**config.mk**
```make
export PLATFORM = sky130hd
export DESIGN_NAME = svm_ctrl
export DESIGN_NICKNAME = d
export VERILOG_FILES = /design/src/rtl/svm_pkg.sv /design/src/rtl/svm_ctrl.sv
export SDC_FILE = /design/constraint.sdc
export NUM_CORES = 1
export LEC_CHECK = 0
export BUFFER_PORTS_ARGS = -buffer_cell sky130_fd_sc_hd__buf_4
export CELL_PAD_IN_SITES_DETAIL_PLACEMENT = 0
export CELL_PAD_IN_SITES_GLOBAL_PLACEMENT = 1
export CORE_UTILIZATION = 38
export CTS_CLUSTER_SIZE = 8
export DETAILED_ROUTE_END_ITERATION = 10
export PLACE_DENSITY_LB_ADDON = 0.1
export SETUP_SLACK_MARGIN = 0.02
export SLEW_MARGIN = 10
export SYNTH_ARGS = -nofsm -noshare
export SYNTH_HDL_FRONTEND = slang
export SYNTH_SLANG_ARGS = --single-unit
export TNS_END_PERCENT = 50
```
**constraint.sdc**
```tcl
create_clock -name aclk -period 3.3 [get_ports aclk]
set_input_delay 0 -clock aclk [delete_from_list [all_inputs] [get_ports aclk]]
set_output_delay 0 -clock aclk [all_outputs]
set_load 0.01 [all_outputs]
```
**src/rtl/svm_pkg.sv**
```systemverilog
// ----------------------------------------------------------------------------
// Sample voice mixer package
// Shared constants, opcodes, controller states and the command bundle.
// ----------------------------------------------------------------------------
package svm_pkg;

    localparam int VOICES       = 8;
    localparam int SAMPLE_WORDS = 65536;

    localparam int ADDR_W   = $clog2(SAMPLE_WORDS);
    localparam int SLOT_W   = (VOICES > 1) ? $clog2(VOICES) : 1;
    localparam int CNT_W    = $clog2(VOICES + 1);
    localparam int SAMPLE_W = 16;
    localparam int START_W  = 16;
    localparam int LEN_W    = 17;

    typedef enum logic [1:0] {
        OP_WRITE   = 2'd0,
        OP_QUEUE   = 2'd1,
        OP_PRODUCE = 2'd2
    } op_t;

    typedef enum logic [2:0] {
        ST_IDLE,
        ST_WRITE,
        ST_QUEUE,
        ST_WALK,
        ST_DRAIN,
        ST_FINISH
    } state_t;

    typedef struct packed {
        logic              latch;
        logic              write_en;
        logic              queue_en;
        logic              walk_en;
        logic [SLOT_W-1:0] slot;
        logic              load_out;
    } cmd_t;

endpackage

```
**src/rtl/svm_ctrl.sv**
```systemverilog
// ----------------------------------------------------------------------------
// Sample voice mixer controller
// Sequences one beat at a time and owns the result valid flag.
// ----------------------------------------------------------------------------
module svm_ctrl (
    input  logic                aclk,
    input  logic                aresetn,
    input  logic                s_valid,
    output logic                s_ready,
    input  logic [1:0]          s_op,
    output logic                m_valid,
    input  logic                m_ready,
    output svm_pkg::cmd_t       cmd
);

    svm_pkg::state_t                 state_reg, state_next;
    logic [svm_pkg::SLOT_W-1:0]      slot_cnt_reg, slot_cnt_next;
    logic                            m_valid_reg, m_valid_next;

    always_ff @(posedge aclk) begin
        if (!aresetn) begin
            state_reg    <= svm_pkg::ST_IDLE;
            slot_cnt_reg <= '0;
            m_valid_reg  <= 1'b0;
        end else begin
            state_reg    <= state_next;
            slot_cnt_reg <= slot_cnt_next;
            m_valid_reg  <= m_valid_next;
        end
    end

    always_comb begin
        state_next    = state_reg;
        slot_cnt_next = slot_cnt_reg;
        s_ready       = 1'b0;
        cmd           = '0;
        cmd.slot      = slot_cnt_reg;
        unique case (state_reg)
            svm_pkg::ST_IDLE: begin
                s_ready = 1'b1;
                if (s_valid) begin
                    cmd.latch     = 1'b1;
                    slot_cnt_next = '0;
                    unique case (s_op)
                        svm_pkg::OP_WRITE:   state_next = svm_pkg::ST_WRITE;
                        svm_pkg::OP_QUEUE:   state_next = svm_pkg::ST_QUEUE;
                        svm_pkg::OP_PRODUCE: state_next = svm_pkg::ST_WALK;
                        default:             state_next = svm_pkg::ST_FINISH;
                    endcase
                end
            end
            svm_pkg::ST_WRITE: begin
                cmd.write_en = 1'b1;
                state_next   = svm_pkg::ST_FINISH;
            end
            svm_pkg::ST_QUEUE: begin
                cmd.queue_en = 1'b1;
                state_next   = svm_pkg::ST_FINISH;
            end
            svm_pkg::ST_WALK: begin
                cmd.walk_en = 1'b1;
                if (slot_cnt_reg == svm_pkg::SLOT_W'(svm_pkg::VOICES - 1)) begin
                    state_next = svm_pkg::ST_DRAIN;
                end else begin
                    slot_cnt_next = slot_cnt_reg + 1'b1;
                end
            end
            svm_pkg::ST_DRAIN: begin
                state_next = svm_pkg::ST_FINISH;
            end
            svm_pkg::ST_FINISH: begin
                if (!m_valid_reg || m_ready) begin
                    cmd.load_out = 1'b1;
                    state_next   = svm_pkg::ST_IDLE;
                end
            end
            default: begin
                state_next = svm_pkg::ST_IDLE;
            end
        endcase
    end

    always_comb begin
        if (cmd.load_out) begin
            m_valid_next = 1'b1;
        end else if (m_ready) begin
            m_valid_next = 1'b0;
        end else begin
            m_valid_next = m_valid_reg;
        end
    end

    assign m_valid = m_valid_reg;

endmodule

```
; ---- Word level (Yosys, flattened, before mapping)
; Cells that the tools add are included.
[op_classes]
muxes = 18
n_addsub = 1
reduce_logical = 9
n_eq_ne = 12
[op_table]
columns = operator, count
row1 = $mux W3, 5
row2 = $pmux W3 S4, 1
row3 = $mux W1, 10
row4 = $eq A3 B3 Y1 const B, 3
row5 = $pmux W3 S3, 1
row6 = $ne A2 B2 Y1 const B, 4
row7 = $eq A3 B2 Y1 const B, 2
row8 = $pmux W3 S2, 1
row9 = $reduce_and A3 Y1, 2
row10 = $reduce_bool A2 Y1, 2
row11 = $add A3 B1 Y3 const B, 1
row12 = $eq A3 B1 Y1 const B, 1
row13 = $logic_not A3 Y1, 1
row14 = $reduce_or A3 Y1, 1
row15 = $eq A2 B1 Y1 const B, 1
row16 = $eq A2 B2 Y1 const B, 1
row17 = $logic_not A2 Y1, 1
row18 = $logic_not A1 Y1, 1
row19 = $logic_or A1 B1 Y1, 1
[word_totals]
output_inout_bits = 10
elab_cells = 43
ff_bits = 7

; ---- Logic depth before layout (Yosys ltp)
; Gate-level depths: netlist of run 1.
[logic_depth]
word_depth = 5
depth_mapped = 5

; ---- Worst setup path after synthesis of run 1
; Ideal clock, no wire load.
[synth_timing]
path_type = register to register
startpoint = register slot_cnt_reg[0] (netlist name)
endpoint = register slot_cnt_reg[0] (netlist name)
arrival_time_ns = 1.274
setup_ns = 0.072
required_time_ns = 3.228
setup_slack_ns = 1.955
period_less_slack_ns = 1.345
path_stages_with_launch = 6
cell_sequence = dfxtp_1 -> ha_1 -> ha_1 -> nand3b_1 -> a21oi_4 -> mux2i_1
[synth_between]
elab_chain_cells = 3
word_cells_on_any_way = 6
[synth_rtl]
columns = element, line
row1 = from (decl), svm_ctrl.sv:17  ; logic [svm_pkg::SLOT_W-1:0] slot_cnt_reg, slot_cnt_next;
row2 = from (signal assigned), svm_ctrl.sv:27  ; slot_cnt_reg <= slot_cnt_next;
row3 = $add A3 B1 Y3 / $eq A3 B3 Y1 (equally long branches), "svm_ctrl.sv:65, svm_ctrl.sv:62"
row4 = $mux W3 / $ne A2 B2 Y1 (equally long branches), -
row5 = $pmux W3 S2 / $reduce_and A3 Y1 (equally long branches), -
; Parallel ways exist; a longest one is shown, timed or not. The select of a mux whose other input is x is not followed.
; A chain may end at the register's enable or synchronous reset.

; ---- Worst setup path in the final report of run 1
[layout_timing]
startpoint = register slot_cnt_reg[0] (netlist name)
endpoint = register slot_cnt_reg[1] (netlist name)
; The elaborated chain is that of the path after synthesis.

==> parameters.txt, run 1 <==
Parameter                              Value

Final layout
  Antenna Cells    0
  Most common cell after layout, fill and taps aside    buf_4
  Most used cells in the layout excluding fill and tap cells    buf_4, dfxtp_1, nand2_1, ha_1
  Fraction of final layout cells with drive strength greater than 1    0.333
  Net count reported at finish    80
  Area added between synthesis and finish    24.9%
  Layout fillers    122

Drt
  Final ANT Viol Nets    0
  Detailed-route vias per instance    5.12
  Detailed-route wire length    1020 µm
  Number of remaining DRC errors    0
  Routed wirelength normalized by instance count    12.3 µm
  Initial drt markers    9
  Vias post-DR    425
  Pre-Repair DR Iteration Count    4

Setup path
  WP data required    3480 ps
  Setup slack, reg-to-reg    1880 ps
  Largest fanout on the critical path    4
  WS Path Type    reg2reg
  Critical path launch point type    flop
  Crit path arrival time    1590 ps
  Endpoint type of the worst setup path    flop

STA
  Slew HR    0.679
  Final count of pins violating max slew    0
  RSZ-0062 raised after global routing    false
  Count of endpoints failing setup in the final report    0
  Fin Clk Skew    9.78 ps
  Final WS setup    1880 ps
  Setup TNS    0 ps
  Pin slew with the least headroom to its limit    480 ps
  Hold Worst Slack    25.0 ps
  Top achievable clock speed    706 MHz
  Period Utilization, post-route    0.430
  Fin crit period    1420 ps
  Final Hold Fails    0

CTS
  # hold bufs at CTS    0
  Clock tree from TritonCTS    built
  Resized cells post-CTS    0
  Clock slew at reported path FFs    60 ps
  Largest buffer count on any clock path    2
  Buffers inserted by post-CTS timing repair    0
  TritonCTS buffer count    3
  H-tree lvl count    1
  Root buf cell    clkbuf_4
  Clock tree sinks    7
  Worst-skew pair later-pin latency    260 ps

Power
  Pleak    0.280 nW
  Worst voltage drop across the vdd grid    0.299 mV
  Power density over the cells    480 nW/µm²

Yosys
  Cell Area, Synth    513 µm²
  Synth warn    0
  Primary flip-flop cell chosen by synthesis mapping    dfxtp_1
  Count of flip-flops with a built-in enable after synthesis    0
  Fraction of registers with async set/reset    0
  Number of synthesized register bits    7
  Mean area per synthesized cell    9.33 µm²
  Sequential area share after synthesis    0.273
  Count of distinct cell types in the synthesized netlist    33
  Syn nets    65
  Synthesized netlist cell count    55

Floorplan
  Area of the die    1500 µm²
  Die W    38.7 µm
  Starting utilization of the core area    0.432
  Height of the die    38.7 µm
  Std-Cell Rows    12
  IO Count    16
  Floorplan core area    1190 µm²

Min path
  Class of the most critical hold timing path    in2reg

GRT
  Initial antenna violation count    0
  Residual overflow from global routing    0
  First-pass GRT wire length    1750 µm
  Via count of the first global-routing pass    395
  Global-route usage over all layers    0.171
  Pin count of the biggest net entering global routing    15

Placed design
  Port-buffer cells    15
  DP Wirelength    744 µm
  Final weighted congestion in routability-driven placement    0.627
  Worst slack at placement    1880 ps

Outcome
  Status    completed

Run
  Number of max-cap violations    0
## cells in the mapped netlist (all sizes together) (2+ instances only)
master  instances  share of area
o21a            2          0.029
mux2i           3          0.059
dfxtp           7           0.27
nand2b          3          0.037
a21oi           2          0.041
buf             4          0.049
nand3b          2          0.029
o21ai           2          0.019
nand2           5          0.037
nor3b           3          0.054
ha              4          0.098
## final cells by class
type                            instances  area, µm²  area share
Timing Repair Buffer                   15        113       0.176
Clock buffer                            4       26.3      0.0410
Tap cell                               14       17.5      0.0273
Sequential cell                         7        140       0.219
Multi-Input combinational cell         42        340       0.531
Inverter                                1       3.75     0.00586
## cell families after synthesis
| family | Yosys count | synth area share |
|---|---|---|
| and+or+nand+nor | 23 | 0.312 |
| AOI/OAI and AO/OA | 11 | 0.176 |
| DFF | 7 | 0.273 |
| buffers and inverters | 6 | 0.0634 |
| adders and majority gates | 5 | 0.117 |
| muxes | 3 | 0.0585 |
## metal layers
metal / global-route usage / part of all wire / vias to the layer above
li1: - / - / 227
met1: 0.213 / 0.50 / 187
met2: 0.254 / 0.44 / 11
met3: 0.0694 / 0.056 / 0
met4: 0.0776 / 0 / 0
met5: 0 / 0 / -
## worst max-delay path: stages, from the launching register on
cell and delay, ps:
dfxtp_1 330, ha_1 200, ha_1 200, nand3b_1 200, a21oi_4 220, mux2i_1 200
## power by group
part	switching [W]	total, W	internal (W)
Sequential	0.0000302	0.000125	0.0000944
Clock	0.0000322	0.0000784	0.0000462
Combinational	0.0000426	0.000104	0.0000617
Total	0.000105	0.000307	0.000202
## stage by stage
stage,instance area (µm²),total power [W],std cells,util
2_1_floorplan,513,0.000198,55,-
3_3_place_gp,614,0.000230,79,0.518
3_5_place_dp,614,0.000231,79,0.518
4_1_cts,641,0.000313,83,0.540
5_1_grt,641,0.000332,83,0.540
6_report,641,0.000307,83,0.540
## worst paths after layout
check | start | to | cells past startpoint
max | slot_cnt_reg[0]$_SDFFE_PN0P_ | slot_cnt_reg[1]$_SDFFE_PN0P_ | 5
min | aresetn | state_reg[2]$_SDFFE_PN0P_ | 2
max reg2reg | slot_cnt_reg[0]$_SDFFE_PN0P_ | slot_cnt_reg[1]$_SDFFE_PN0P_ | 5
min reg2reg | slot_cnt_reg[1]$_SDFFE_PN0P_ | slot_cnt_reg[1]$_SDFFE_PN0P_ | 2
Note: power is estimated with default switching activity, not from simulation.
==> inputs of run 2 (changes only) <==
- ABC_AREA: not set -> 1
- CORE_ASPECT_RATIO: not set -> 1.1
- CORE_UTILIZATION: 38 -> 31
- clock period: 3.3 -> 1.5 ns (I/O delays scaled with it)
==> run 2 against run 1 <==
Net effect:
- critical path depth increased by 3
- power increased to 3.0 times the previous value
- global-route usage decreased by 0.78 points
- clock skew decreased by 7.3 ps
- flip-flop and latch count unchanged
==> parameters.txt, run 2 <==
Parameter                              Value

Final layout
  Area added between synthesis and finish    33.5%
  Antenna Cells    0 (unchanged)
  Most used cells in the layout excluding fill and tap cells    nor2_1, buf_4, inv_1, dfxtp_1, nand3_1
  Fraction of final layout cells with drive strength greater than 1    0.301 (-0.0323)
  Area of all placed cells without fillers    643 µm² (+0.39%)
  Final core utilization    0.459 (-0.0812)
  Most common cell after layout, fill and taps aside    nor2_1
  Net count reported at finish    104 (+30%)
  Non-filler instance count after layout    109 (+31%)

Floorplan
  Std-Cell Rows    14 (+2)
  Floorplan core area    1400 µm² (+18%)
  Starting utilization of the core area    0.344 (-0.0887)
  Die W    39.6 µm (+2.2%)
  Height of the die    43.3 µm (+12%)
  Area of the die    1720 µm² (+14%)
  IO Count    16 (unchanged)

STA
  Period Utilization, post-route    0.855 (+0.426)
  RSZ-0062 raised after global routing    false
  Fin crit period    1280 ps (-134 ps)
  Final Hold Fails    0 (unchanged)
  Setup TNS    0 ps (unchanged)
  Pin slew with the least headroom to its limit    297 ps (-183 ps)
  Count of endpoints failing setup in the final report    0 (unchanged)
  Top achievable clock speed    779 MHz (+10%)
  Slew HR    0.802 (+0.122)
  Final count of pins violating max slew    0 (unchanged)
  Fin Clk Skew    2.43 ps (-7.35 ps)

GRT
  First-pass GRT wire length    1790 µm (+2.8%)
  Global-route usage over all layers    0.163 (-0.00781)
  Residual overflow from global routing    0 (unchanged)
  Via count of the first global-routing pass    437 (+11%)
  Pin count of the biggest net entering global routing    8 (-7)
  Initial antenna violation count    0 (unchanged)

Yosys
  Largest cells by area after synthesis    dfxtp_1, nor2_1, ha_1, inv_1, nand3_1
  Synthesized netlist cell count    74 (+35%)
  Number of synthesized register bits    7 (unchanged)
  Mean area per synthesized cell    6.51 µm² (-30%)
  Synth warn    0 (unchanged)
  Cell Area, Synth    482 µm² (-6.1%)
  Syn nets    84 (+29%)
  Post-synth top cells    nor2_1, inv_1, dfxtp_1, nand3_1, nand2_1
  Cell accounting for the most synthesized area    dfxtp_1
  Fraction of registers with async set/reset    0 (unchanged)
  Area share of the largest cell type after synthesis    0.291 (+0.0177)
  Count of distinct cell types in the synthesized netlist    17 (-48%)
  Sequential area share after synthesis    0.291 (+0.0177)
  Most frequently used cell type in the post-synthesis netlist    nor2_1
  Count of flip-flops with a built-in enable after synthesis    0 (unchanged)
  Primary flip-flop cell chosen by synthesis mapping    dfxtp_1

CTS
  TritonCTS buffer count    3 (unchanged)
  Largest buffer count on any clock path    2 (unchanged)
  Clock tree from TritonCTS    built
  Worst-skew pair later-pin latency    250 ps (about the same)
  Clock slew at reported path FFs    50 ps (about the same)
  Root buf cell    clkbuf_4
  Resized cells post-CTS    0 (unchanged)
  H-tree lvl count    1 (unchanged)
  Clock tree sinks    7 (unchanged)

Setup path
  Crit path arrival time    1430 ps (-160 ps)
  WP data required    1650 ps (-1830 ps)
  Endpoint type of the worst setup path    flop
  Largest fanout on the critical path    4 (unchanged)
  Critical path launch point type    flop
  WS Path Type    reg2reg

Placed design
  Number of placed cells counting well taps    104 (+32%)
  DP Wirelength    841 µm (+13%)
  Final weighted congestion in routability-driven placement    0.724 (+16%)
  Standard cell area after detailed placement    607 µm² (-1.2%)
  Port-buffer cells    15 (unchanged)

Min path
  Class of the most critical hold timing path    in2reg

Run
  Number of max-cap violations    0 (unchanged)

Drt
  Initial drt markers    6 (-3)
  Detailed-route wire length    1090 µm (+6.6%)
  Detailed-route vias per instance    4.59 (-10%)
  Final ANT Viol Nets    0 (unchanged)
  Vias post-DR    500 (+18%)
  Routed wirelength normalized by instance count    9.95 µm (-19%)
  Pre-Repair DR Iteration Count    3 (-1)
  Number of remaining DRC errors    0 (unchanged)

Power
  Pleak    0.349 nW (+25%)
  Worst voltage drop across the vdd grid    0.588 mV (+97%)
  Power density over the cells    1410 nW/µm² (+190%)

Outcome
  Status    completed
[run 2: changes by cell type in the layout (fill, tap and decap cells not counted), moves of 3 or more]
cell	change
nand2b_1	-3
o21ai_1	+3
nor2_1	+18
inv_1	+12
nand2_2	+3
mux2i_1	-3
nand3_1	+5
nor2_2	+3
[run 2: power breakdown]
part           internal, W  switching (W)
clock             0.000102      0.0000704
sequential        0.000236      0.0000720
combinational     0.000187       0.000241
total             0.000524       0.000384
[run 2: critical path, stage by stage (launching register included)]
cell     delay, ps
dfxtp_1        330
ha_1           210
ha_1           190
inv_1           70
nand2_2         60
o21ai_2        110
inv_2           70
nor2_1         100
nor2_1          50
[run 2: cell families after synthesis]
logic type	after synthesis	synth area share
buf+inv	16	0.132
simple gates	38	0.361
flops	7	0.291
fa+ha+maj	4	0.104
compound gates	9	0.112
[run 2: per-layer routing]
layer  up-vias  wire length (µm)  global-route usage
li1        268                 -                   -
met1       218               520               0.183
met2        12               501               0.233
met3         2                53              0.0923
met4         0                 9               0.103
met5         -                 0                   0
[run 2: repair_timing]
| action | in CTS | in global routing |
|---|---|---|
| hold buffers | 1 | 0 |
| setup buffers | 0 | 0 |
| hold endpoints to repair | 1 | 0 |
[run 2: final cells by class]
type,count,area (µm²)
clock buffer,4,26.3
fill,157,758
inverter,15,56.3
multi-input combinational,51,278
sequential,7,140
tap,16,20.0
timing repair buffer,16,123
[run 2: through the flow]
stage	setup WS, ps	total power (W)	hold WS (ps)
after CTS	208	0.000925	74.1
after global routing	109	0.00100	84.4
after global placement	261	0.000740	253
after detailed placement	238	0.000742	268
final	217	0.000908	84.4
after floorplan	285	0.000578	97.6
[run 2: worst paths after layout]
path | cells past startpoint | end | startpoint | slack, ps
setup / recovery | 8 | slot_cnt_reg[1]$_SDFFE_PN0P_ | slot_cnt_reg[0]$_SDFFE_PN0P_ | 220
hold / removal | 4 | m_valid$_SDFFE_PN0P_ | m_ready | 80
setup reg to reg | 8 | slot_cnt_reg[1]$_SDFFE_PN0P_ | slot_cnt_reg[0]$_SDFFE_PN0P_ | 220
hold reg to reg | 2 | slot_cnt_reg[1]$_SDFFE_PN0P_ | slot_cnt_reg[1]$_SDFFE_PN0P_ | 540
